## src/rtl/lrufbp_pkg.sv

```systemverilog
// ============================================================================
// lrufbp_pkg
// Shared types and codes for the frame buffer pool allocator.
// ============================================================================
package lrufbp_pkg;

    localparam int AGE_W    = 32;
    localparam int COUNT_W  = 6;
    localparam int INDEX_W  = 5;
    localparam int STATUS_W = 3;

    // operation codes
    localparam logic OP_GET     = 1'b0;
    localparam logic OP_RELEASE = 1'b1;

    // result status codes
    typedef enum logic [STATUS_W-1:0] {
        ST_FREE_GRANTED  = 3'd0,
        ST_OLDEST_REUSED = 3'd1,
        ST_NONE          = 3'd2,
        ST_RELEASED      = 3'd3,
        ST_UNMATCHED     = 3'd4
    } t_status;

    // sequencer states
    typedef enum logic [2:0] {
        S_IDLE,
        S_REL,
        S_SCAN,
        S_LAST,
        S_GRANT,
        S_FIN
    } t_state;

    // control from the sequencer to the entry store
    typedef struct packed {
        logic rd_en;
        logic release_wr;
        logic grant_wr;
    } t_store_ctl;

endpackage

```

## src/rtl/lrufbp_if.sv

```systemverilog
// ============================================================================
// lrufbp interfaces
// Request, response and configuration channels of the buffer pool.
// ============================================================================
interface lrufbp_req_if;
    import lrufbp_pkg::*;
    logic               valid;
    logic               ready;
    logic               operation;
    logic [INDEX_W-1:0] buffer_index;

    modport source (output valid, operation, buffer_index, input ready);
    modport sink   (input valid, operation, buffer_index, output ready);
endinterface

interface lrufbp_rsp_if;
    import lrufbp_pkg::*;
    logic                valid;
    logic                ready;
    logic [INDEX_W-1:0]  granted_index;
    logic [STATUS_W-1:0] status;

    modport source (output valid, granted_index, status, input ready);
    modport sink   (input valid, granted_index, status, output ready);
endinterface

interface lrufbp_cfg_if;
    import lrufbp_pkg::*;
    logic               valid;
    logic               ready;
    logic [COUNT_W-1:0] data;

    modport source (output valid, data, input ready);
    modport sink   (input valid, data, output ready);
endinterface

```

## src/rtl/lru_frame_buffer_pool.sv

```systemverilog
// ============================================================================
// lru_frame_buffer_pool
// Least-recently-released frame buffer allocator with a sequential scan.
// ============================================================================
// Each request holds the block from its acceptance until the next request can
// be taken. A release passes through the release and finish states: it stamps
// the entry with the incremented age counter and frees it, or is answered as
// unmatched when the index is outside the active pool. A get walks the active
// entries one per cycle through the single read port of the age memory and a
// shared compare unit, then passes through the last, grant and finish states.
// A get on an empty pool goes straight to the finish state. The block takes
// one request at a time. It accepts the next request once the previous result
// sits in the output register, so a stalled response adds its stall cycles.
// Configuration writes are taken only while the block is idle, and they win
// over a request offered in the same cycle. active_count above BUFFERS acts as
// BUFFERS. No clearing pass after reset.
// ============================================================================
module lru_frame_buffer_pool
    import lrufbp_pkg::*;
#(
    parameter int BUFFERS = 32
) (
    input  logic          i_clk,
    input  logic          i_rst_n,
    lrufbp_cfg_if.sink    i_cfg,
    lrufbp_req_if.sink    i_req,
    lrufbp_rsp_if.source  o_rsp
);

    localparam int IDX_W = (BUFFERS > 1) ? $clog2(BUFFERS) : 1;
    localparam int CNT_W = $clog2(BUFFERS + 1);

    t_state              r_state;
    t_state              n_state;
    logic [COUNT_W-1:0]  r_active;
    logic [AGE_W-1:0]    r_age_ctr;
    logic [INDEX_W-1:0]  r_idx;
    logic [CNT_W-1:0]    r_addr;
    logic [INDEX_W-1:0]  r_gr;
    t_status             r_st;
    logic                r_out_valid;
    logic [INDEX_W-1:0]  r_out_gr;
    t_status             r_out_st;

    logic [CNT_W-1:0]    eff;
    logic                req_fire;
    logic                out_free;
    logic                idx_in_range;
    logic                scan_last;
    t_store_ctl          store_ctl;
    logic                cmp_start;
    logic [IDX_W-1:0]    wr_addr;
    logic                st_step;
    logic [IDX_W-1:0]    st_idx;
    logic [AGE_W-1:0]    st_age;
    logic                st_free;
    logic                have_free;
    logic [IDX_W-1:0]    best_free;
    logic [IDX_W-1:0]    best_any;

    // effective pool size
    assign eff = ({26'b0, r_active} > 32'(BUFFERS)) ? CNT_W'(BUFFERS) : CNT_W'(r_active);

    assign req_fire     = i_req.valid && i_req.ready;
    assign out_free     = !r_out_valid || o_rsp.ready;
    assign idx_in_range = ({27'b0, r_idx} < 32'(eff));
    assign scan_last    = (CNT_W'(r_addr + 1'b1) == eff);

    // configuration register
    assign i_cfg.ready = (r_state == S_IDLE);
    always_ff @(posedge i_clk) begin
        if (!i_rst_n) begin
            r_active <= COUNT_W'(18);
        end else if (i_cfg.valid && i_cfg.ready) begin
            r_active <= i_cfg.data;
        end
    end

    // next state
    always_comb begin
        n_state = r_state;
        case (r_state)
            S_IDLE: begin
                if (req_fire) begin
                    if (i_req.operation == OP_RELEASE) begin
                        n_state = S_REL;
                    end else if (eff == '0) begin
                        n_state = S_FIN;
                    end else begin
                        n_state = S_SCAN;
                    end
                end
            end
            S_REL:   n_state = S_FIN;
            S_SCAN:  n_state = scan_last ? S_LAST : S_SCAN;
            S_LAST:  n_state = S_GRANT;
            S_GRANT: n_state = S_FIN;
            S_FIN:   n_state = out_free ? S_IDLE : S_FIN;
            default: n_state = S_IDLE;
        endcase
    end

    // sequencer outputs
    always_comb begin
        i_req.ready          = 1'b0;
        store_ctl.rd_en      = 1'b0;
        store_ctl.release_wr = 1'b0;
        store_ctl.grant_wr   = 1'b0;
        cmp_start            = 1'b0;
        wr_addr              = IDX_W'(r_idx);
        case (r_state)
            S_IDLE: begin
                // a pending configuration write goes first
                i_req.ready = !i_cfg.valid;
                cmp_start   = 1'b1;
            end
            S_REL: begin
                store_ctl.release_wr = idx_in_range;
            end
            S_SCAN: begin
                store_ctl.rd_en = 1'b1;
            end
            S_GRANT: begin
                store_ctl.grant_wr = 1'b1;
                wr_addr            = have_free ? best_free : best_any;
            end
            default: begin
            end
        endcase
    end

    // state and working registers
    always_ff @(posedge i_clk) begin
        if (!i_rst_n) begin
            r_state   <= S_IDLE;
            r_age_ctr <= '0;
        end else begin
            r_state <= n_state;
            if (r_state == S_REL && idx_in_range) begin
                r_age_ctr <= r_age_ctr + 1'b1;
            end
        end
    end

    // request capture, scan address and pending result
    always_ff @(posedge i_clk) begin
        case (r_state)
            S_IDLE: begin
                r_idx  <= i_req.buffer_index;
                r_addr <= '0;
                r_gr   <= '0;
                r_st   <= ST_NONE;
            end
            S_REL: begin
                r_st <= idx_in_range ? ST_RELEASED : ST_UNMATCHED;
            end
            S_SCAN: begin
                r_addr <= CNT_W'(r_addr + 1'b1);
            end
            S_GRANT: begin
                r_gr <= INDEX_W'(have_free ? best_free : best_any);
                r_st <= have_free ? ST_FREE_GRANTED : ST_OLDEST_REUSED;
            end
            default: begin
            end
        endcase
    end

    // output register
    always_ff @(posedge i_clk) begin
        if (!i_rst_n) begin
            r_out_valid <= 1'b0;
        end else if (r_state == S_FIN && out_free) begin
            r_out_valid <= 1'b1;
        end else if (o_rsp.ready) begin
            r_out_valid <= 1'b0;
        end
    end

    always_ff @(posedge i_clk) begin
        if (r_state == S_FIN && out_free) begin
            r_out_gr <= r_gr;
            r_out_st <= r_st;
        end
    end

    assign o_rsp.valid         = r_out_valid;
    assign o_rsp.granted_index = r_out_gr;
    assign o_rsp.status        = r_out_st;

    lrufbp_store #(
        .BUFFERS (BUFFERS),
        .IDX_W   (IDX_W)
    ) u_store (
        .i_clk     (i_clk),
        .i_rst_n   (i_rst_n),
        .i_ctl     (store_ctl),
        .i_rd_addr (r_addr[IDX_W-1:0]),
        .i_wr_addr (wr_addr),
        .i_wr_age  (AGE_W'(r_age_ctr + 1'b1)),
        .o_step    (st_step),
        .o_idx     (st_idx),
        .o_age     (st_age),
        .o_free    (st_free)
    );

    lrufbp_cmp #(
        .IDX_W (IDX_W)
    ) u_cmp (
        .i_clk       (i_clk),
        .i_rst_n     (i_rst_n),
        .i_start     (cmp_start),
        .i_step      (st_step),
        .i_idx       (st_idx),
        .i_age       (st_age),
        .i_free      (st_free),
        .o_have_free (have_free),
        .o_best_free (best_free),
        .o_best_any  (best_any)
    );

    // the age counter moves only on a matched release
    a_age_ctr: assert property (@(posedge i_clk) disable iff (!i_rst_n)
        !(r_state == S_REL && idx_in_range) |=> $stable(r_age_ctr))
        else $error("age counter changed outside a release");

    // the scan never addresses beyond the active pool
    a_scan_bound: assert property (@(posedge i_clk) disable iff (!i_rst_n)
        (r_state == S_SCAN) |-> ({{(32-CNT_W){1'b0}}, r_addr} < 32'(eff)))
        else $error("scan address outside active pool");

    // only grants carry a nonzero index
    a_idx_zero: assert property (@(posedge i_clk) disable iff (!i_rst_n)
        (r_out_valid && (r_out_st == ST_NONE || r_out_st == ST_RELEASED
                         || r_out_st == ST_UNMATCHED)) |-> (r_out_gr == '0))
        else $error("non-grant result carries an index");

endmodule

```

## src/rtl/lrufbp_store.sv

```systemverilog
// ============================================================================
// lrufbp_store
// Entry store: age stamp memory with per-entry valid bits, in-use flags,
// and one registered read port that feeds the scan.
// ============================================================================
module lrufbp_store
    import lrufbp_pkg::*;
#(
    parameter int BUFFERS = 32,
    parameter int IDX_W   = 5
) (
    input  logic             i_clk,
    input  logic             i_rst_n,
    input  t_store_ctl       i_ctl,
    input  logic [IDX_W-1:0] i_rd_addr,
    input  logic [IDX_W-1:0] i_wr_addr,
    input  logic [AGE_W-1:0] i_wr_age,
    output logic             o_step,
    output logic [IDX_W-1:0] o_idx,
    output logic [AGE_W-1:0] o_age,
    output logic             o_free
);

    logic [AGE_W-1:0]   r_mem [BUFFERS];
    logic [BUFFERS-1:0] r_written;
    logic [BUFFERS-1:0] r_used;
    logic [AGE_W-1:0]   r_rd_data;
    logic               r_rd_ok;
    logic               r_step;
    logic [IDX_W-1:0]   r_idx;
    logic               r_free;

    // age memory write and registered read
    always_ff @(posedge i_clk) begin
        if (i_ctl.release_wr) begin
            r_mem[i_wr_addr] <= i_wr_age;
        end
        r_rd_data <= r_mem[i_rd_addr];
        r_idx     <= i_rd_addr;
    end

    // written and in-use flags
    always_ff @(posedge i_clk) begin
        if (!i_rst_n) begin
            r_written <= '0;
            r_used    <= '0;
        end else if (i_ctl.release_wr) begin
            r_written[i_wr_addr] <= 1'b1;
            r_used[i_wr_addr]    <= 1'b0;
        end else if (i_ctl.grant_wr) begin
            r_used[i_wr_addr] <= 1'b1;
        end
    end

    // flag side of the read port
    always_ff @(posedge i_clk) begin
        if (!i_rst_n) begin
            r_step  <= 1'b0;
            r_rd_ok <= 1'b0;
            r_free  <= 1'b0;
        end else begin
            r_step  <= i_ctl.rd_en;
            r_rd_ok <= r_written[i_rd_addr];
            r_free  <= !r_used[i_rd_addr];
        end
    end

    // an entry never stamped reads as age zero
    assign o_age  = r_rd_ok ? r_rd_data : '0;
    assign o_step = r_step;
    assign o_idx  = r_idx;
    assign o_free = r_free;

endmodule

```

## src/rtl/lrufbp_cmp.sv

```systemverilog
// ============================================================================
// lrufbp_cmp
// Shared compare unit: tracks the oldest free entry and the oldest entry
// overall, one entry per step, lowest index winning ties.
// ============================================================================
module lrufbp_cmp
    import lrufbp_pkg::*;
#(
    parameter int IDX_W = 5
) (
    input  logic             i_clk,
    input  logic             i_rst_n,
    input  logic             i_start,
    input  logic             i_step,
    input  logic [IDX_W-1:0] i_idx,
    input  logic [AGE_W-1:0] i_age,
    input  logic             i_free,
    output logic             o_have_free,
    output logic [IDX_W-1:0] o_best_free,
    output logic [IDX_W-1:0] o_best_any
);

    logic             r_first;
    logic             r_have_free;
    logic [IDX_W-1:0] r_best_free;
    logic [AGE_W-1:0] r_free_age;
    logic [IDX_W-1:0] r_best_any;
    logic [AGE_W-1:0] r_any_age;
    logic             take_free;
    logic             take_any;

    // strict less-than keeps the earlier (lower) index on ties
    assign take_free = i_step && i_free && (!r_have_free || (r_free_age > i_age));
    assign take_any  = i_step && (r_first || (r_any_age > i_age));

    // control flags
    always_ff @(posedge i_clk) begin
        if (!i_rst_n) begin
            r_first     <= 1'b1;
            r_have_free <= 1'b0;
        end else if (i_start) begin
            r_first     <= 1'b1;
            r_have_free <= 1'b0;
        end else begin
            if (i_step) begin
                r_first <= 1'b0;
            end
            if (take_free) begin
                r_have_free <= 1'b1;
            end
        end
    end

    // best candidates
    always_ff @(posedge i_clk) begin
        if (take_free) begin
            r_best_free <= i_idx;
            r_free_age  <= i_age;
        end
        if (take_any) begin
            r_best_any <= i_idx;
            r_any_age  <= i_age;
        end
    end

    assign o_have_free = r_have_free;
    assign o_best_free = r_best_free;
    assign o_best_any  = r_best_any;

    // a free candidate, once found, is never lost within a scan
    a_free_kept: assert property (@(posedge i_clk) disable iff (!i_rst_n)
        (r_have_free && !i_start) |=> r_have_free)
        else $error("free candidate dropped during scan");

    // first step always seeds the overall candidate
    a_first_seed: assert property (@(posedge i_clk) disable iff (!i_rst_n)
        (r_first && i_step && !i_start) |=> (!r_first && r_best_any == $past(i_idx)))
        else $error("overall candidate not seeded by first entry");

    // a free candidate only appears from a free entry
    a_free_src: assert property (@(posedge i_clk) disable iff (!i_rst_n)
        (!r_have_free && !i_start && !(i_step && i_free)) |=> !r_have_free)
        else $error("free candidate without a free entry");

endmodule
```

## src/flat_wrapper.sv

```systemverilog
// flat-port wrapper written by rule: the top's interface ports become plain ports
module lru_frame_buffer_pool_flat import lrufbp_pkg::*;
#(
    parameter int BUFFERS = 32
)
  (i_clk, i_rst_n, i_cfg_valid, i_cfg_data, i_cfg_ready, i_req_valid, i_req_operation, i_req_buffer_index, i_req_ready, o_rsp_valid, o_rsp_granted_index, o_rsp_status, o_rsp_ready);
  lrufbp_cfg_if i_cfg_i ();
  lrufbp_req_if i_req_i ();
  lrufbp_rsp_if o_rsp_i ();
  input  logic i_clk;
  input  logic i_rst_n;
  input wire logic [$bits(i_cfg_i.valid)-1:0] i_cfg_valid;
  input wire logic [$bits(i_cfg_i.data)-1:0] i_cfg_data;
  output wire logic [$bits(i_cfg_i.ready)-1:0] i_cfg_ready;
  input wire logic [$bits(i_req_i.valid)-1:0] i_req_valid;
  input wire logic [$bits(i_req_i.operation)-1:0] i_req_operation;
  input wire logic [$bits(i_req_i.buffer_index)-1:0] i_req_buffer_index;
  output wire logic [$bits(i_req_i.ready)-1:0] i_req_ready;
  output wire logic [$bits(o_rsp_i.valid)-1:0] o_rsp_valid;
  output wire logic [$bits(o_rsp_i.granted_index)-1:0] o_rsp_granted_index;
  output wire logic [$bits(o_rsp_i.status)-1:0] o_rsp_status;
  input wire logic [$bits(o_rsp_i.ready)-1:0] o_rsp_ready;
  assign i_cfg_i.valid = i_cfg_valid;
  assign i_cfg_i.data = i_cfg_data;
  assign i_cfg_ready = i_cfg_i.ready;
  assign i_req_i.valid = i_req_valid;
  assign i_req_i.operation = i_req_operation;
  assign i_req_i.buffer_index = i_req_buffer_index;
  assign i_req_ready = i_req_i.ready;
  assign o_rsp_valid = o_rsp_i.valid;
  assign o_rsp_granted_index = o_rsp_i.granted_index;
  assign o_rsp_status = o_rsp_i.status;
  assign o_rsp_i.ready = o_rsp_ready;
  lru_frame_buffer_pool #(.BUFFERS(BUFFERS)) u_core (.i_clk(i_clk), .i_rst_n(i_rst_n), .i_cfg(i_cfg_i), .i_req(i_req_i), .o_rsp(o_rsp_i));
endmodule
```

## config.mk

```make
export PLATFORM = sky130hd
export DESIGN_NAME = lru_frame_buffer_pool_flat
export DESIGN_NICKNAME = d
export VERILOG_FILES = /design/src/rtl/lrufbp_pkg.sv /design/src/rtl/lrufbp_if.sv /design/src/rtl/lru_frame_buffer_pool.sv /design/src/rtl/lrufbp_store.sv /design/src/rtl/lrufbp_cmp.sv /design/src/flat_wrapper.sv
export SDC_FILE = /design/constraint.sdc
export NUM_CORES = 2
export LEC_CHECK = 0
export BUFFER_PORTS_ARGS = -buffer_cell sky130_fd_sc_hd__buf_2
export CORE_UTILIZATION = 49
export CTS_CLUSTER_SIZE = 30
export DETAILED_ROUTE_END_ITERATION = 10
export SYNTH_ARGS = -nofsm -noshare
export SYNTH_HDL_FRONTEND = slang
export SYNTH_SLANG_ARGS = --single-unit
```

## constraint.sdc

```tcl
create_clock -name i_clk -period 6.04 [get_ports i_clk]
set_clock_uncertainty 0.2 [all_clocks]
set_input_delay 0.302 -clock i_clk [delete_from_list [all_inputs] [get_ports i_clk]]
set_output_delay 0.302 -clock i_clk [all_outputs]
set_load 0.03 [all_outputs]
```

==> run_results.csv <==
group,metric,value,unit
outcome,status,"finished, final reports clean",
timing,fin_crit,4330,ps
logic_synthesis,synth_cells,2524,
grt,grt_pass1_vias,25694,
critical_path,worst_setup_path_end_kind,"register",
clock_network,cts_sinks,1273,
grt,grt_pass1_wl,178000,um
critical_path,path_max_fanout,32,
logic_synthesis,async_flop_share,0,
grt,antenna_found_initial,7,
logic_synthesis,yosys.area.top_type_share,0.675,
detailed_routing,post-route-drc-count,0,
timing,finalHoldViolCount,0,
grt,grt_usage,0.242,
cells_and_area,nNetsFinal,2750,
critical_path,arrival,4530,ps
critical_path,required,6240,ps
logic_synthesis,synth_edf_count,1125,
placement,port_buffers,27,
die,ioPinCount,28,
placement,gp_congestion,0.847,
logic_synthesis,ys_ff_latch,1273,
logic_synthesis,synth_top_area_cell,"edfxtp_1",
timing,tightest_slew,1330,ps
placement,place_ws,1690,ps
cells_and_area,drive_gt1_frac,0.275,
die,start_util,0.498,
logic_synthesis,synth_warnings,0,
timing,clock.fmax,0.231,GHz
logic_synthesis,synth_cell_types,63,
cells_and_area,fin_cells,4130,
die,die-area,103000,um2
placement,post-dp-hpwl,71700,um
die,die_x,322,um
pwr,clockPowerShare,0.418,
grt,grt_overflow,0,
pwr,peakVddDrop,301,uV
pwr,power.internal,15.0,mW
detailed_routing,drt_wl_total,122000,um
job,cap_violations,0,
timing,worst_slack,1710,ps
clock_network,cts_inserted_buffers,135,
timing,final_max_slew_viol_count,0,
die,rows,116,
clock_network,cts_tree,"built",
logic_synthesis,netlist_area,50000,um2
logic_synthesis,syn_nets,2611,
logic_synthesis,synthFlopType,"edfxtp_1",
die,die_h,322,um
clock_network,clk_pin_slew,60,ps
cells_and_area,fillers,7359,
pwr,switchingPower,4.32,mW
timing,finalSetupTns,0,ps
timing,setup_viol,0,
detailed_routing,firstDrtPassIters,5,
detailed_routing,wire_per_inst,29.5,um
logic_synthesis,synthTopCellsByCount,"1125 x edfxtp_1, 340 x mux4_2, 148 x dfxtp_1",
clock_network,cts_max_level,4,
die,core_area,101000,um2
placement,dp_cells,3857,
logic_synthesis,syn-mean-instance-area,19.8,um2
grt,grt_start_max_net_pins,89,
clock_network,root_buffer,"clkbuf_16",
timing,rsz0062_at_grt,"no",
clock_network,clk_path_buf_depth,3,
logic_synthesis,synth.most_common_cell,"edfxtp_1",
detailed_routing,viasPerCell,6.08,
logic_synthesis,synth_area_leaders,"edfxtp_1 67%, mux4_2 15%, dfxtp_1 5.9%",
timing,fin_crit_sh,0.717,
detailed_routing,drtAntennaViolNets,0,
pwr,p_seq_frac,0.500,
pwr,power_per_cell_area,338,nW/um2
critical_path,worst-setup-path-type,"register to register",
detailed_routing,drt_iter0_markers,2726,
pwr,p_sw_frac,0.223,
timing,slew_headroom,0.112,
clock_network,clock_latency,740,ps
pwr,combPwrFrac,0.082,
clock_network,post_cts_buffers,0,
critical_path,start_kind,"register",
pwr,power_leakage,18.2,nW
pwr,power.total,19.4,mW
cells_and_area,syn_to_final_growth,14.4,%
min_path,hold_class,"input pin to register",
logic_synthesis,yosysSeqAreaShare,0.734,
detailed_routing,vias,25111,
==> registers in the layout (all words and copies together) (netlist names), 3 cells and up, named ones only <==
name and cells:
u_core.u_store.r_mem 1024, u_core.r_age_ctr 32, u_core.u_cmp.r_any_age 32, u_core.u_cmp.r_free_age 32, u_core.u_store.r_rd_data 32, u_core.u_store.r_written 32, u_core.r_active 6, u_core.r_addr 6
u_core.o_rsp.granted_index 5, u_core.r_gr 5, u_core.r_idx 5, u_core.u_cmp.o_best_any 5, u_core.u_cmp.o_best_free 5, u_core.u_store.o_idx 5, u_core.o_rsp.status 3, u_core.r_st 3
u_core.r_state 3
==> through the flow <==
stage,area [um2],util,hold WS (ps)
final,57300,0.569,36.8
after floorplan,50000,-,146
after detailed placement,52600,0.523,211
after global placement,52600,0.523,210
after CTS,57300,0.569,14.2
after global routing,57300,0.569,75.5
==> worst paths after layout <==
kind,from,endpoint,slack (ps),cells past startpoint
hold / removal,i_rst_n,u_core.u_cmp.r_first$_SDFFE_PP1P_,40,3
setup reg to reg,u_core.u_store.r_rd_ok$_SDFF_PN0_,u_core.u_cmp.o_best_any[0]$_DFFE_PP_,1710,7
setup / recovery,u_core.u_store.r_rd_ok$_SDFF_PN0_,u_core.u_cmp.o_best_any[0]$_DFFE_PP_,1710,7
hold reg to reg,u_core.r_gr[2]$_SDFFCE_PP0P_,u_core.o_rsp.granted_index[2]$_DFFE_PP_,220,0
==> final cells by class <==
cell class | instances | area [um2] | share of cell area
Multi-Input combinational cell | 1072 | 13100 | 0.229
Clock buffer | 179 | 3780 | 0.0661
Tap cell | 1357 | 1700 | 0.0297
Antenna cell | 1 | 2.50 | 0.0000437
Inverter | 47 | 179 | 0.00313
Timing Repair Buffer | 134 | 1180 | 0.0206
Clock inverter | 67 | 579 | 0.0101
Sequential cell | 1273 | 36700 | 0.642
==> kinds of logic (layout without fill, tap and decap cells) <==
| family | Yosys count | after routing | synth area share |
|---|---|---|---|
| other cells | 0 | 1 | 0 |
| fa+ha+maj | 70 | 70 | 0.0175 |
| buf+inv | 179 | 427 | 0.0154 |
| xor+xnor | 38 | 38 | 0.00665 |
| mux | 385 | 385 | 0.163 |
| flops | 1273 | 1273 | 0.734 |
| compound gates | 202 | 202 | 0.0277 |
| simple gates | 377 | 377 | 0.0357 |
==> power by group through the flow <==
stage | Clock, mW | Sequential, mW | Combinational, mW
2_1_floorplan | 0 | 9.81 | 1.10
3_3_place_gp | 0 | 9.88 | 1.59
3_5_place_dp | 0 | 9.87 | 1.59
4_1_cts | 8.23 | 9.69 | 1.61
5_1_grt | 8.56 | 9.69 | 1.69
6_report | 8.09 | 9.69 | 1.59
==> metal layers <==
| layer | GRT usage | wire [um] |
|---|---|---|
| met1 | 0.348 | 52000 |
| met2 | 0.383 | 58400 |
| met3 | 0.0451 | 9030 |
| met4 | 0.0604 | 2260 |
| met5 | 0 | 13 |
==> critical path, stage by stage (launching register included) <==
cell	delay, ps
dfxtp_1	1160
nand2_1	290
ha_1	410
nand4_1	170
nor4_1	490
o31ai_1	210
a31oi_4	630
buf_4	420
==> cell usage in the layout (no fill, tap or decap), drive strengths merged, types with 16 or more instances in the layout <==
master,netlist,final
xor2,16,16
edfxtp,1125,1125
nor2,110,110
clkinv,2,50
xnor2,22,22
mux2,35,35
inv,45,51
o221a,32,32
dlygate4sd3,0,26
o31ai,16,16
o21ai,51,51
nand4,28,28
dfxtp,148,148
ha,70,70
buf,56,108
nand3,45,45
mux4,340,340
clkbuf,76,179
nand2,111,111
a21oi,57,57
==> repair_timing <==
action / CTS / global route
hold buffers: 26 / 0
hold endpoints to repair: 15 / 0
resized for setup: 0 / 0
Power figures use the tool's default switching activity.
